===== src/rtl/first_fit_heap_allocator_core_defines.svh =====
// assertion macros used by the allocator datapath
`ifndef FIRST_FIT_HEAP_ALLOCATOR_CORE_DEFINES_SVH
`define FIRST_FIT_HEAP_ALLOCATOR_CORE_DEFINES_SVH

// same-cycle implication, checked out of reset
`define FFHA_ASSERT_IMP(label, clk, rst_n, ante, cons, msg) \
    label: assert property (@(posedge clk) disable iff (!rst_n) (ante) |-> (cons)) \
        else $error(msg);

// next-cycle implication, checked out of reset
`define FFHA_ASSERT_NXT(label, clk, rst_n, ante, cons, msg) \
    label: assert property (@(posedge clk) disable iff (!rst_n) (ante) |=> (cons)) \
        else $error(msg);

`endif


===== src/rtl/ffha_pkg.sv =====
// shared types and constants of the first-fit heap allocator
`timescale 1ns / 1ps

package ffha_pkg;

    localparam int FFHA_MAX_BLOCKS   = 64;
    localparam int FFHA_HEADER_BYTES = 12;

    localparam int CFG_IDX_W = 8;

    // configuration register indexes
    localparam logic [CFG_IDX_W-1:0] REG_HEAP_BASE  = 8'd0;
    localparam logic [CFG_IDX_W-1:0] REG_HEAP_LIMIT = 8'd1;

    // result status codes
    localparam logic [2:0] ST_OK        = 3'd0;
    localparam logic [2:0] ST_ZERO      = 3'd1;
    localparam logic [2:0] ST_EXHAUSTED = 3'd2;
    localparam logic [2:0] ST_FULL      = 3'd3;
    localparam logic [2:0] ST_UNKNOWN   = 3'd4;

    // request kinds
    localparam logic KIND_ALLOC = 1'b0;
    localparam logic KIND_FREE  = 1'b1;

    // result source selects from controller to datapath
    localparam logic [2:0] RES_TRIVIAL = 3'd0;
    localparam logic [2:0] RES_HIT     = 3'd1;
    localparam logic [2:0] RES_UNKNOWN = 3'd2;
    localparam logic [2:0] RES_FULL    = 3'd3;
    localparam logic [2:0] RES_EXHAUST = 3'd4;
    localparam logic [2:0] RES_APPEND  = 3'd5;

    typedef struct packed {
        logic        is_free;
        logic [31:0] bytes;
        logic [31:0] start;
    } t_entry;

    typedef struct packed {
        logic       load;
        logic       check;
        logic       scan;
        logic       commit;
        logic       append;
        logic       res_set;
        logic [2:0] res_code;
        logic       out_load;
    } t_ctrl_cmd;

    typedef struct packed {
        logic is_free_req;
        logic null_req;
        logic empty;
        logic hit;
        logic miss_end;
        logic full;
        logic exhausted;
        logic out_free;
    } t_dp_status;

endpackage


===== src/rtl/ffha_ctrl.sv =====
// request sequencer of the first-fit heap allocator
`timescale 1ns / 1ps

module ffha_ctrl
    import ffha_pkg::*;
(
    input  logic       i_clk,
    input  logic       i_rst_n,
    input  logic       i_valid,
    input  t_dp_status i_status,
    output t_ctrl_cmd  o_cmd,
    output logic       o_stall
);

    localparam logic [2:0] S_IDLE   = 3'd0;
    localparam logic [2:0] S_CHECK  = 3'd1;
    localparam logic [2:0] S_SCAN   = 3'd2;
    localparam logic [2:0] S_NOFIT  = 3'd3;
    localparam logic [2:0] S_RESULT = 3'd4;

    logic [2:0] r_state;
    logic [2:0] n_state;

    assign o_stall = (r_state != S_IDLE);

    always_comb begin
        n_state = r_state;
        o_cmd   = '0;
        case (r_state)
            S_IDLE: begin
                if (i_valid) begin
                    o_cmd.load = 1'b1;
                    n_state    = S_CHECK;
                end
            end
            S_CHECK: begin
                o_cmd.check = 1'b1;
                if (i_status.null_req) begin
                    o_cmd.res_set  = 1'b1;
                    o_cmd.res_code = RES_TRIVIAL;
                    n_state        = S_RESULT;
                end else if (i_status.empty) begin
                    if (i_status.is_free_req) begin
                        o_cmd.res_set  = 1'b1;
                        o_cmd.res_code = RES_UNKNOWN;
                        n_state        = S_RESULT;
                    end else begin
                        n_state = S_NOFIT;
                    end
                end else begin
                    n_state = S_SCAN;
                end
            end
            S_SCAN: begin
                if (i_status.hit) begin
                    o_cmd.commit   = 1'b1;
                    o_cmd.res_set  = 1'b1;
                    o_cmd.res_code = RES_HIT;
                    n_state        = S_RESULT;
                end else if (i_status.miss_end) begin
                    if (i_status.is_free_req) begin
                        o_cmd.res_set  = 1'b1;
                        o_cmd.res_code = RES_UNKNOWN;
                        n_state        = S_RESULT;
                    end else begin
                        n_state = S_NOFIT;
                    end
                end else begin
                    o_cmd.scan = 1'b1;
                end
            end
            S_NOFIT: begin
                o_cmd.res_set = 1'b1;
                // table full is reported ahead of the limit check
                if (i_status.full) begin
                    o_cmd.res_code = RES_FULL;
                end else if (i_status.exhausted) begin
                    o_cmd.res_code = RES_EXHAUST;
                end else begin
                    o_cmd.append   = 1'b1;
                    o_cmd.res_code = RES_APPEND;
                end
                n_state = S_RESULT;
            end
            S_RESULT: begin
                if (i_status.out_free) begin
                    o_cmd.out_load = 1'b1;
                    n_state        = S_IDLE;
                end
            end
            default: begin
                n_state = S_IDLE;
            end
        endcase
    end

    always_ff @(posedge i_clk) begin
        if (!i_rst_n) begin
            r_state <= S_IDLE;
        end else begin
            r_state <= n_state;
        end
    end

endmodule


===== config.mk =====
export PLATFORM = sky130hd
export DESIGN_NAME = ffha_ctrl
export DESIGN_NICKNAME = d
export VERILOG_FILES = /design/src/rtl/first_fit_heap_allocator_core_defines.svh /design/src/rtl/ffha_pkg.sv /design/src/rtl/ffha_ctrl.sv
export SDC_FILE = /design/constraint.sdc
export NUM_CORES = 1
export LEC_CHECK = 0
export ABC_AREA = 1
export BUFFER_PORTS_ARGS = -buffer_cell sky130_fd_sc_hd__buf_2
export CORE_AREA = 2 2 39 41
export CTS_BUF_LIST = sky130_fd_sc_hd__clkbuf_4 sky130_fd_sc_hd__clkbuf_8
export CTS_CLUSTER_DIAMETER = 30
export DETAILED_ROUTE_END_ITERATION = 10
export DIE_AREA = 0 0 41 43
export GPL_TIMING_DRIVEN = 0
export PLACE_DENSITY_LB_ADDON = 0.1
export SETUP_SLACK_MARGIN = 0.05
export SYNTH_ARGS = -nofsm -noshare
export SYNTH_HDL_FRONTEND = slang
export SYNTH_SLANG_ARGS = --single-unit
export TNS_END_PERCENT = 50

===== constraint.sdc =====
create_clock -name i_clk -period 3.1 [get_ports i_clk]
set_input_delay 0.31 -clock i_clk [delete_from_list [all_inputs] [get_ports i_clk]]
set_output_delay 0.31 -clock i_clk [all_outputs]
set_load 0.05 [all_outputs]

### Yosys cells after proc, flatten, opt, wreduce, memory -nomap -nowiden

Index checks and enable logic that the tools add are counted.

* register bits after elaboration: 3
* input port bits: 11
* output and inout port bits: 11

* eq/ne operators: 7
* muxes and demuxes: 28
* reductions and logical operators: 3

Operator list (count)
* two-way mux 3 bit: 8
* two-way mux 4 bit: 5
* case mux 3 bit (5 select lines): 1
* two-way mux 1 bit: 12
* case mux 4 bit (3 select lines): 1
* equality test 3 x 2 -> 1 bit (second input constant): 2
* != test 2 bit (second input constant): 2
* equality test 3 x 1 -> 1 bit (second input constant): 1
* equality test 3 bit (second input constant): 1
* zero test 3 bit: 1
* != test 3 bit (second input constant): 1
* AND reduction 3 bit: 1
* nonzero test 3 bit: 1
* two-way mux 2 bit: 1

### Logic depth before layout (Yosys ltp)

Gate-level depths: netlist of run 1.

* depth in word-level cells: 4
* gate-level depth with buffers: 6
* gate-level depth less buffers: 6

### Least setup slack after synthesis of run 1

OpenSTA, ideal clock, no wires.

* path type: reg2out
* start point: register r_state[2]
* end point: output port o_cmd[0] (netlist bit)
* data arrival time: 2.050 ns
* required time: 2.790 ns
* slack: 0.740 ns
* cell stages (with the launch flop): 3
* buffers on the path: 0
* path through: dfxtp_1 -> inv_1 -> nor4_1

RTL lines
* from (decl): line ffha_ctrl.sv:21 `logic [2:0] r_state;`
* from (signal assigned): line ffha_ctrl.sv:101 `r_state <= n_state;`
* to (decl): line ffha_ctrl.sv:11 `output t_ctrl_cmd o_cmd,`

==> results.md, run 1 <==
Routing:
- After detailed routing, the number of vias per cell comes to 4.26.
- The number of design-rule violations left by the first detailed-router iteration is 3.
- The first-pass iteration count of the detailed router is 2.
- After detailed routing, the average wire length per cell comes to between 8 and 9 um.
- The number of remaining DRC errors is 0.
- In this run the remaining antenna-violating nets after routing total 0.
- After detailed routing, the total wire length is roughly 840 um.
- The via count is 430.

Logic synthesis:
- The share of the Yosys chip area taken by registers is a little under a fifth.
- The number of warnings printed during yosys synthesis is 0.
- The dominant combinational cell family by area after synthesis is simple AND/OR/NAND/NOR gates.
- The synthesized netlist devotes between 50% and 60% of its cell area to simple gates.
- The number of library cell types mapped by synthesis is 15.
- The number of nets in the synthesized netlist is 71.
- The area share of fa/ha/maj cells after synthesis is 0%.
- The mapped netlist covers 328 sq um.
- The synthesized design contains 3 register bits.
- In this run the biggest area consumer among cell types represents 18.3% of the synthesized area.
- The portion of synthesized area spent on multiplexers is 0%.
- Dividing the synthesized area by the synthesized cell count gives approximately 5.5 sq um.
- The parity-gate share of the synthesized area counting xor and xnor cells is 0%.
- The biggest area consumer among synthesized cells is dfxtp_1.
- The number of standard cells after synthesis is 60.
- The synthesized netlist devotes around 7.6% of its cell area to compound gates.
- By area the synthesized netlist is led by dfxtp_1, nand2_1, inv_1, nor2_1, nand3_1.

GRT:
- The number of antenna violations at the first check in global routing came to 0.
- Across every metal layer, demand over resource in global routing totals a little under an eighth.
- The first global-routing pass estimated approximately 1.4 mm of wire.
- The total overflow left after global routing is 0.
- The via count of the first global-routing pass is 380.
- Entering global routing, the biggest net connects 7 pins.

Placed design:
- The number of port buffers is 21.
- The HPWL after detailed placement is between 700 and 800 um.
- Routability-driven placement finished with a final weighted congestion of 0.735.

Die:
- The placement row count is 14.
- The number of top-level pins is 22.
- The die outline height is roughly 43 um.
- The total die area is 1760 sq um.
- In this run the horizontal extent of the chip is between 40 and 50 um.
- The initial utilization of the core area, before any placement, comes to 23.7%.
- The total area inside the core boundary comes to ~1400 sq um.

Layout:
- The fraction of layout instances using a drive strength above 1 is a little under two fifths.
- The layout-stage area growth over the synthesis result is 47.3%.
- The count of antenna diodes in the layout is 0.
- The combined area of the multi-input logic cells is around 220 sq um.
- The fill cell total of the finished layout is 178.
- For this run, the post-layout net count is between 90 and 100.
- The largest registers in the layout are r_state: 3 flops.
- In the layout the commonest cells are buf_2, nand2_1, inv_1.
- The register area is between 60 and 70 sq um.
- The top register by number of flip-flops is r_state.
- The flip-flop count of the largest register, all copies and words added is 3.
- The most common cell after layout, fill and taps aside is buf_2.

Critical path:
- The critical path data required time is roughly 2.8 ns.
- The nature of the critical path endpoint is an output port.
- For flop-to-flop paths, the worst setup slack is between 1.5 and 2 ns.
- The worst reg2reg path startpoint is r_state[1].
- In this run the worst path has a maximum fanout of 5.
- The endpoint identified for the worst register-to-register timing path is r_state[1].
- The kind of start point of the critical path is a register.
- The number of cells on the worst reg-to-reg path is 6.
- The type of the worst setup path is reg -> out.
- The data arrival at the endpoint of the critical path is 1.46 ns.

Min path:
- The critical hold path startpoint is i_rst_n.
- The number of cells traversed by the worst hold path is 3.
- The worst-case hold path end point is r_state[2].
- The min-delay analysis places its worst path in the category in -> reg.

Timing:
- The final setup TNS is 0 ns.
- The max-slew violation count came to 0.
- After layout, the worst path uses 56.9% of the clock period.
- Setup repair after global routing left no endpoint under its margin.
- The slew at the pin closest to its max-slew limit is roughly 0.30 ns.
- The number of endpoints failing setup at the final stage is 0.
- The time the worst path needs with I/O delays and setup is ~1.8 ns.
- The clock arrives with between 0.001 and 0.0015 ns of skew.
- The worst max-slew margin expressed relative to the limit is approximately four fifths.
- Final hold analysis gives a worst-case slack of 0.281 ns.
- The final number of hold-violating endpoints is 0.
- Derived from the worst setup path, the maximum achievable clock frequency is roughly 570 MHz.

Clock tree:
- The clock transition at the register clock pins on the worst setup and hold paths after CTS is ~0.04 ns.
- In this run, post-CTS hold repair placed 0 buffers.
- The number of H-tree levels is 1.
- The clock tree from TritonCTS is done.
- The source-to-sink clock delay at the later pin of the worst-skew pair is approximately 0.23 ns.
- The buffer levels on the longest clock path is 2.
- The TritonCTS buffer count is 3.
- The number of gates resized after CTS was 0.
- The number of sinks on the clock net is 3.
- The library cell used as clock root buffer is clkbuf_4.
- The count of buffers added by post-CTS timing repair for setup is 0.

Pwr:
- The worst-case IR drop observed on VDD is 0.249 mV.
- The power per cell area is between 400 and 500 nW/um^2.
- The standby leakage power is 0.300 nW.
- The overall power of the completed layout is between 0.2 and 0.25 mW.

Job:
- The max-capacitance violation count is 0.

Status:
- The run finished with clean final reports.
## layout make-up
cell class | instances | share of cell area [%]
tap | 16 | 4.15
inverter | 14 | 10.9
sequential | 3 | 12.4
clock buffer | 4 | 6.22
timing repair buffer | 21 | 21.8
multi-input combinational | 43 | 44.6
## worst max path at each step
stage	startpoint	slack, ns	to
after floorplan	r_state[2]	0.74	o_cmd[0]
final	r_state[1]	1.33	o_cmd[1]
after global routing	r_state[0]	1.19	o_cmd[5]
after detailed placement	r_state[1]	1.54	o_cmd[1]
after CTS	r_state[1]	1.29	o_cmd[1]
after global placement	r_state[1]	1.53	o_cmd[4]
## where the power goes
part	switching, mW	leakage, nW	internal, mW
logic	0.0810	0.257	0.0293
clock network	0.0188	0.0184	0.0569
registers	0.00931	0.0246	0.0433
total	0.109	0.300	0.129
## synthesized netlist by cell type
cell / n
nand2_1: 15
nor3_2: 2
inv_1: 12
nor4_1: 1
nand4_1: 3
inv_2: 2
nor3_1: 1
a21oi_1: 2
nor2_1: 8
o21ai_1: 1
nor2_2: 2
dfxtp_1: 3
nor3_4: 1
nand3_1: 5
o21ai_0: 2
## worst max-delay path: stages, from the launching register on
cell and delay, ns:
dfxtp_1 0.45, inv_2 0.10, nor3_2 0.21, inv_1 0.09, o21ai_1 0.11, buf_2 0.27
## per-layer routing
| metal | GRT usage, % | part of all wire (%) | vias up |
|---|---|---|---|
| met1 | 14.8 | 46 | 180 |
| met2 | 16.3 | 47 | 12 |
| li1 | - | - | 238 |
| met4 | 8.00 | 0 | 0 |
| met3 | 3.66 | 7.4 | 0 |
| met5 | 0 | 0 | - |
## kinds of logic (layout without fill, tap and decap cells)
| kind of cell | count (synthesis) | in the layout |
|---|---|---|
| flip-flops | 3 | 3 |
| AO/OA/AOI/OAI | 5 | 5 |
| buffers and inverters | 14 | 39 |
| AND/OR/NAND/NOR | 38 | 38 |
## metrics by stage
step / setup slack, ns / instance area, sq um / util, % / instances
2_1_floorplan: 0.740 / 328 / - / 60
3_3_place_gp: 1.53 / 453 / 32.7 / 97
3_5_place_dp: 1.54 / 453 / 32.7 / 97
4_1_cts: 1.29 / 483 / 34.9 / 101
5_1_grt: 1.19 / 483 / 34.9 / 101
6_report: 1.33 / 483 / 34.9 / 101
Note: power is estimated with default switching activity, not from simulation.
==> inputs of run 2 (changes only) <==
ABC_AREA = 0   (was 1)
clock period = 1.8 ns   (was 3.1 ns; I/O delays follow)
==> run 2 against run 1 <==
Synthesized area decreased by 2.7%. Sequential cell count is the same. Global-route usage up 1.4 points. Largest power group unchanged. Critical path type unchanged. Final area grew 6.5%. Sequential share of layout area decreased by 0.76 points. Cell count fell by 19%. Non-clock buffer count is 2 higher. First-iteration DRC count shrank 67%. Clock-buffer cell count is the same.
==> results.md, run 2 <==
Status:
- The flow ran to the end, and the final reports show no timing, DRC or antenna violations.

Logic synthesis:
- The number of synthesized flops with an enable pin is 0 (unchanged).
- By count the netlist is led by nor2_1, dfxtp_1, inv_1.
- Among all flip-flop cells after synthesis, the most frequent one is dfxtp_1.
- The number of standard cells after synthesis was 41 (-32%).
- The biggest area consumer among synthesized cells is dfxtp_1.
- The sequential fraction of the synthesis area is 18.8% (+0.50 points).
- The leading cell type by number of instances after synthesis is nor2_1.
- The flop and latch count out of synthesis came to 3 (unchanged).
- The number of library cell types mapped by synthesis is 28 (+13).
- The proportion of register bits with asynchronous set or reset after synthesis is 0% (unchanged).
- The total nets after synthesis was 52 (-27%).
- The area of the mapped netlist is 319 sq um (-2.7%).
- The post-synthesis area per instance is 7.78 sq um (+42%).
- The number of warnings printed during yosys synthesis is 0 (unchanged).
- Ranked by total cell area, the synthesized netlist is headed by dfxtp_1, a211o_1, a2111oi_2, nor2_1, and4bb_2.
- The portion of synthesized cell area occupied by the leading cell type came to 18.8% (+0.50 points).

Placed design:
- The cell count after placement came to 78 (-20%).
- The final RePlAce weighted congestion is 0.693 (-5.7%).
- The cell area reported after detailed placement was 465 sq um (+2.8%).
- The number of port buffers is 21 (unchanged).
- The total half-perimeter wirelength after legalization and detailed placement was 713 um (-2.6%).

Die:
- The core area is 1380 sq um (unchanged).
- The total die area is 1760 sq um (unchanged).
- The effective utilization at floorplan was 23.1% (-0.63 points).
- The placement row count was 14 (unchanged).
- The number of top-level pins is 22 (unchanged).
- The die width is 41 um (unchanged).
- The die outline height is 43 um (unchanged).

Layout:
- The number of nets in the layout is 78 (-20%).
- The count of antenna diodes in the layout was 0 (unchanged).
- The top register by number of flip-flops is r_state.
- The flip-flop count of the largest register, all copies and words added came to 3 (unchanged).
- The final cell count without fillers came to 82 (-19%).
- In the final layout, the registers with the most flip-flops are r_state: 3 flops.
- The area growth from synthesis to layout is 61.2%.
- The design area is 514 sq um (+6.5%).
- The final core utilization is 37.2% (+2.3 points).
- The most common cell after layout, fill and taps aside is buf_2.
- In the layout the commonest cells are buf_2, clkbuf_4, nor2_1, inv_1, dfxtp_1.
- The fraction of layout instances using a drive strength above 1 is 53.0% (+15 points).

Timing:
- Dividing the final minimum period by the clock period gives a little over nine tenths.
- The slew at the pin closest to its max-slew limit is 0.311 ns (+0.0120 ns).
- The worst path in the final design needs a cycle of ~1.7 ns, including I/O delays and setup.
- The max-slew violation count is 0 (unchanged).
- The final number of hold-violating endpoints came to 0 (unchanged).
- The worst max-slew margin expressed relative to the limit came to 79.0% (-0.96 points).
- Derived from the worst setup path, the maximum achievable clock frequency is roughly 580 MHz.
- Setup repair after global routing could not meet its margin everywhere.
- The clock skew after layout came to 0.00104 ns (-0.00000723 ns).
- The final hold slack is 0.204 ns (-0.0770 ns).
- The number of endpoints failing setup at the final stage is 0 (unchanged).

Routing:
- The number of remaining DRC errors is 0 (unchanged).
- The total detailed-routing wirelength was 954 um (+14%).
- The remaining number of nets flagged by the antenna check after routing is 0 (unchanged).
- The first-pass iteration count of the detailed router is 2 (unchanged).
- The post-detailed-route via-to-cell ratio is 4.91 (+15%).
- The number of design-rule violations left by the first detailed-router iteration is 1 (-2).
- The wire length per cell after detailed routing is 11.6 um (+40%).
- The via count is 403 (-6.3%).

Clock tree:
- The TritonCTS buffer count came to 3 (unchanged).
- The clock transition at the register clock pins on the worst setup and hold paths after CTS is 0.04 ns (about the same).
- The source-to-sink clock delay at the later pin of the worst-skew pair is 0.23 ns (about the same).
- The cts-stage hold buffer count was 0 (unchanged).
- The number of H-tree levels came to 1 (unchanged).
- The buffer levels on the longest clock path is 2 (unchanged).
- The library cell used as clock root buffer is clkbuf_4.
- The number of sinks on the clock net was 3 (unchanged).
- The clock tree from TritonCTS is done.

Pwr:
- The worst vdd rail ir drop is 0.307 mV (+23%).
- The power per cell area is 752 nW/um^2 (+52%).
- The overall power of the completed layout came to 0.387 mW (+62%).
- The standby leakage power is 0.244 nW (-19%).

GRT:
- The number of antenna violations at the first check in global routing is 0 (unchanged).
- The via count of the first global-routing pass came to 365 (-3.9%).
- The total grt overflow is 0 (unchanged).
- The pin count of the biggest net entering global routing was 11 (+4).
- The global-route wire length before repair is 1.56 mm (+12%).
- The global-route total usage across every layer is 13.1% (+1.4 points).

Min path:
- The tightest min-delay check is of the in -> reg type.

Critical path:
- The largest fanout of any net on the critical path is 5 (unchanged).
- The critical path goes through or3b_4 -> o22ai_1 -> buf_4.
- The critical path data required time was 1.62 ns (-1.17 ns).
- The highest cell delay on the worst timing path is 0.43 ns (-0.02 ns).
- The worst setup path is of the reg -> out kind.
- The worst setup path is launched from a register.
- The nature of the critical path endpoint is an output port.
- The cell with the biggest individual delay on the critical path is or3b_4.
- The data arrival at the endpoint of the critical path was 1.54 ns (+0.08 ns).

Job:
- The max-capacitance violation count is 0 (unchanged).
==> run 2: cell types whose count changed after synthesis, moves of 4 or more <==
cell | before | now
nand2_1 | 15 | 0
inv_1 | 12 | 3
nand3_1 | 5 | 0
nor2_1 | 8 | 4
==> run 2: worst max-delay path: cells and delay by family (launching register included) <==
family          cells  cell delay (ns)
compound gates      1             0.23
buf+inv             1             0.25
flops               1             0.40
simple gates        1             0.43
==> run 2: cell families after synthesis <==
logic type | Yosys count | share of synthesized area [%]
compound gates | 12 | 30.6
flops | 3 | 18.8
simple gates | 21 | 44.7
buf+inv | 5 | 5.88
==> run 2: final timing paths <==
check / from / slack (ns) / to / depth (start not counted)
setup reg to reg: r_state[1] / 0.25 / r_state[0] / 3
hold / removal: i_rst_n / 0.20 / r_state[2] / 2
hold reg to reg: r_state[1] / 0.66 / r_state[0] / 2
setup / recovery: r_state[1] / 0.08 / o_cmd[4] / 3
==> run 2: stage by stage <==
stage	setup TNS, ns	worst slack, ns
after CTS	0	0.00338
after global routing	0	0.0143
after detailed placement	0	0.120
after global placement	0	0.138
final	0	0.0782
after floorplan	-0.512	-0.425
==> run 2: power breakdown <==
part / internal [mW] / leakage (nW) / total (mW) / switching [mW]
registers: 0.0731 / 0.0245 / 0.0800 / 0.00692
clock network: 0.0980 / 0.0184 / 0.132 / 0.0341
logic: 0.0557 / 0.201 / 0.174 / 0.119
==> run 2: timing repair <==
action | in CTS | in global routing
gates resized for setup | 3 | 8
buffers inserted | 0 | 0
endpoints found under the setup margin | 6 | 4
pin swaps | 0 | 0
==> run 2: final cells by class <==
cell class                 instances  area [sq um]
buffer                             2          12.5
clock buffer                       4          30.0
fill                             160           870
inverter                           3          11.3
multi-input combinational         33           262
sequential                         3          60.1
tap                               16          20.0
timing repair buffer              21           119
==> run 2: metal layers <==
layer	part of all wire [%]	global-route usage, %	vias to the layer above	wire [um]
met5	0	0	-	0
met4	0	6.00	0	0
met3	3.9	4.71	0	37
met2	50	18.8	11	481
met1	46	16.8	181	435
li1	-	-	211	-
==> inputs of run 3 (changes only) <==
RECOVER_POWER = 50   (was not set)
==> run 3 against run 2 <==
Maximum frequency rose by 0.35%. Final area fell by 1.2%. Non-clock buffer count did not move. Global-route usage did not move. Cell count did not move. Core utilization fell by 0.45 points. Clock-buffer cell count did not move. Wire length fell by 0.42%. Power fell by 1.2%. Hold slack barely moved.
==> results.md, run 3 (synthesis results as in run 2) <==
Timing:
- The ratio of final minimum period to clock period is 95.3% (-0.33 points).
- The time the worst path needs with I/O delays and setup is 1.72 ns (-0.00596 ns).
- The peak clock frequency supported by timing is 583 MHz (+0.35%).
- The clock skew after layout was 0.000984 ns (-0.0000580 ns).
- The max-slew violation count is 0 (unchanged).
- The worst max-slew margin expressed relative to the limit is 76.5% (-2.6 points).
- The slew at the pin closest to its max-slew limit is 0.344 ns (+0.0325 ns).
- The final number of hold-violating endpoints is 0 (unchanged).
- Setup repair after global routing could not meet its margin everywhere.
- The number of endpoints failing setup at the final stage was 0 (unchanged).
- The final setup TNS is 0 ns (unchanged).

Routing:
- The total detailed-routing wirelength is 950 um (-0.42%).
- The remaining number of nets flagged by the antenna check after routing is 0 (unchanged).
- The number of remaining DRC errors is 0 (unchanged).
- The number of design-rule violations left by the first detailed-router iteration is 1 (unchanged).
- The via count is 404 (+0.25%).
- The first-pass iteration count of the detailed router came to 2 (unchanged).
- The post-detailed-route via-to-cell ratio came to 4.93 (+0.25%).
- The wire length per cell after detailed routing is 11.6 um (-0.42%).

Layout:
- Relative to the synthesized area, the layout overhead comes to 59.2%.
- In the layout the commonest cells are buf_2, clkbuf_4, clkbuf_2.
- The largest registers in the layout are r_state: 3 flops.
- The count of antenna diodes in the layout is 0 (unchanged).
- The fraction of layout instances using a drive strength above 1 is 51.5% (-1.5 points).
- The number of nets in the layout came to 78 (unchanged).
- The flip-flop count of the largest register, all copies and words added came to 3 (unchanged).
- The most common cell after layout, fill and taps aside is buf_2.
- The top register by number of flip-flops is r_state.

Clock tree:
- The source-to-sink clock delay at the later pin of the worst-skew pair is 0.23 ns (about the same).
- The buffer levels on the longest clock path was 2 (unchanged).
- TritonCTS built the clock tree.
- The TritonCTS buffer count is 3 (unchanged).
- The number of sinks on the clock net was 3 (unchanged).
- The clock transition at the register clock pins on the worst setup and hold paths after CTS is 0.04 ns (about the same).
- The number of H-tree levels was 1 (unchanged).
- The tree is rooted in a clkbuf_4.
- The cts-stage hold buffer count is 0 (unchanged).

Placed design:
- The final RePlAce weighted congestion came to 0.693 (unchanged).
- The total half-perimeter wirelength after legalization and detailed placement came to 713 um (unchanged).
- The number of port buffers is 21 (unchanged).

Die:
- The placement row count is 14 (unchanged).
- The number of top-level pins is 22 (unchanged).
- The die width was 41 um (unchanged).
- The core area is 1380 sq um (unchanged).
- The total die area is 1760 sq um (unchanged).
- The effective utilization at floorplan came to 23.1% (unchanged).
- The die outline height is 43 um (unchanged).

GRT:
- The via count of the first global-routing pass came to 365 (unchanged).
- The global-route wire length before repair is 1.56 mm (unchanged).
- The total grt overflow was 0 (unchanged).
- The pin count of the biggest net entering global routing is 11 (unchanged).
- The global-route total usage across every layer is 13.1% (unchanged).
- The number of antenna violations at the first check in global routing is 0 (unchanged).

Critical path:
- The number of cells on the worst reg-to-reg path is 3 (unchanged).
- The kind of start point of the critical path is a register.
- The data arrival at the endpoint of the critical path is 1.54 ns (about the same).
- The largest fanout of any net on the critical path is 5 (unchanged).
- The critical path data required time is 1.62 ns (about the same).
- The type of the worst setup path is reg -> out.
- The nature of the critical path endpoint is an output port.

Status:
- The run finished with clean final reports.

Min path:
- The worst min-delay path category is in -> reg.
- The number of cells traversed by the worst hold path came to 2 (unchanged).

Pwr:
- The switching power is 0.158 mW (-1.3%).
- The overall power of the completed layout is 0.382 mW (-1.2%).
- The design internal power is 0.224 mW (-1.1%).
- The proportion of power drawn by combinational gates is 44.5% (-0.6 points).
- The standby leakage power is 0.241 nW (-1.5%).
- The proportion of power drawn by the clock network was 34.6% (+0.4 points).
- The sequential fraction of design power is 20.9% (+0.2 points).
- The power per cell area is 752 nW/um^2 (about the same).
- The worst vdd rail ir drop is 0.306 mV (-0.37%).
- The switching part of the total power is 41.3% (-0.041 points).

Job:
- The max-capacitance violation count is 0 (unchanged).
-- run 3: layout make-up --
type | count | area, sq um
fillers | 161 | 876
multi-input cells | 33 | 255
repair buffers | 21 | 119
flip-flops and latches | 3 | 60.1
clock buffers | 4 | 30.0
well taps | 16 | 20.0
plain buffers | 2 | 12.5
inverters | 3 | 11.3
-- run 3: power groups by stage --
| stage | Combinational (mW) | Sequential [mW] | Clock, mW |
|---|---|---|---|
| after floorplan | 0.126 | 0.0781 | 0 |
| after detailed placement | 0.170 | 0.0808 | 0 |
| after CTS | 0.174 | 0.0797 | 0.139 |
| after global placement | 0.171 | 0.0807 | 0 |
| after global routing | 0.182 | 0.0807 | 0.146 |
| final | 0.170 | 0.0799 | 0.132 |
-- run 3: worst paths after layout --
kind	slack [ns]	endpoint	from
max	0.08	o_cmd[4]	r_state[1]
min	0.20	r_state[2]	i_rst_n
max reg2reg	0.18	r_state[0]	r_state[1]
min reg2reg	0.66	r_state[0]	r_state[1]
-- run 3: metal layers --
| metal | share of wire, % | track usage [%] | vias to the layer above |
|---|---|---|---|
| met5 | 0 | 0 | - |
| met4 | 0 | 6.00 | 0 |
| met3 | 3.9 | 4.71 | 0 |
| met2 | 50 | 18.8 | 11 |
| met1 | 46 | 16.8 | 181 |
| li1 | - | - | 212 |
-- run 3: repair_timing --
item / CTS / global route
endpoints found under the setup margin: 6 / 4
setup buffers: 0 / 0
cloned: 0 / 0
gates resized for setup: 3 / 8
-- run 3: through the flow --
stage / setup slack, ns / std cells / util, % / hold slack [ns] / area [sq um]
after floorplan: -0.425 / 41 / - / 0.298 / 340
after global placement: 0.138 / 78 / 33.6 / 0.424 / 465
after detailed placement: 0.120 / 78 / 33.6 / 0.415 / 465
after CTS: 0.00338 / 82 / 36.2 / 0.191 / 500
after global routing: 0.0143 / 82 / 36.7 / 0.195 / 508
final: 0.0842 / 82 / 36.7 / 0.204 / 508
-- run 3: critical path, cell delays in order (launching register included) --
cell and delay, ns:
dfxtp_1 0.39, or3b_4 0.43, o22ai_1 0.23, buf_4 0.25
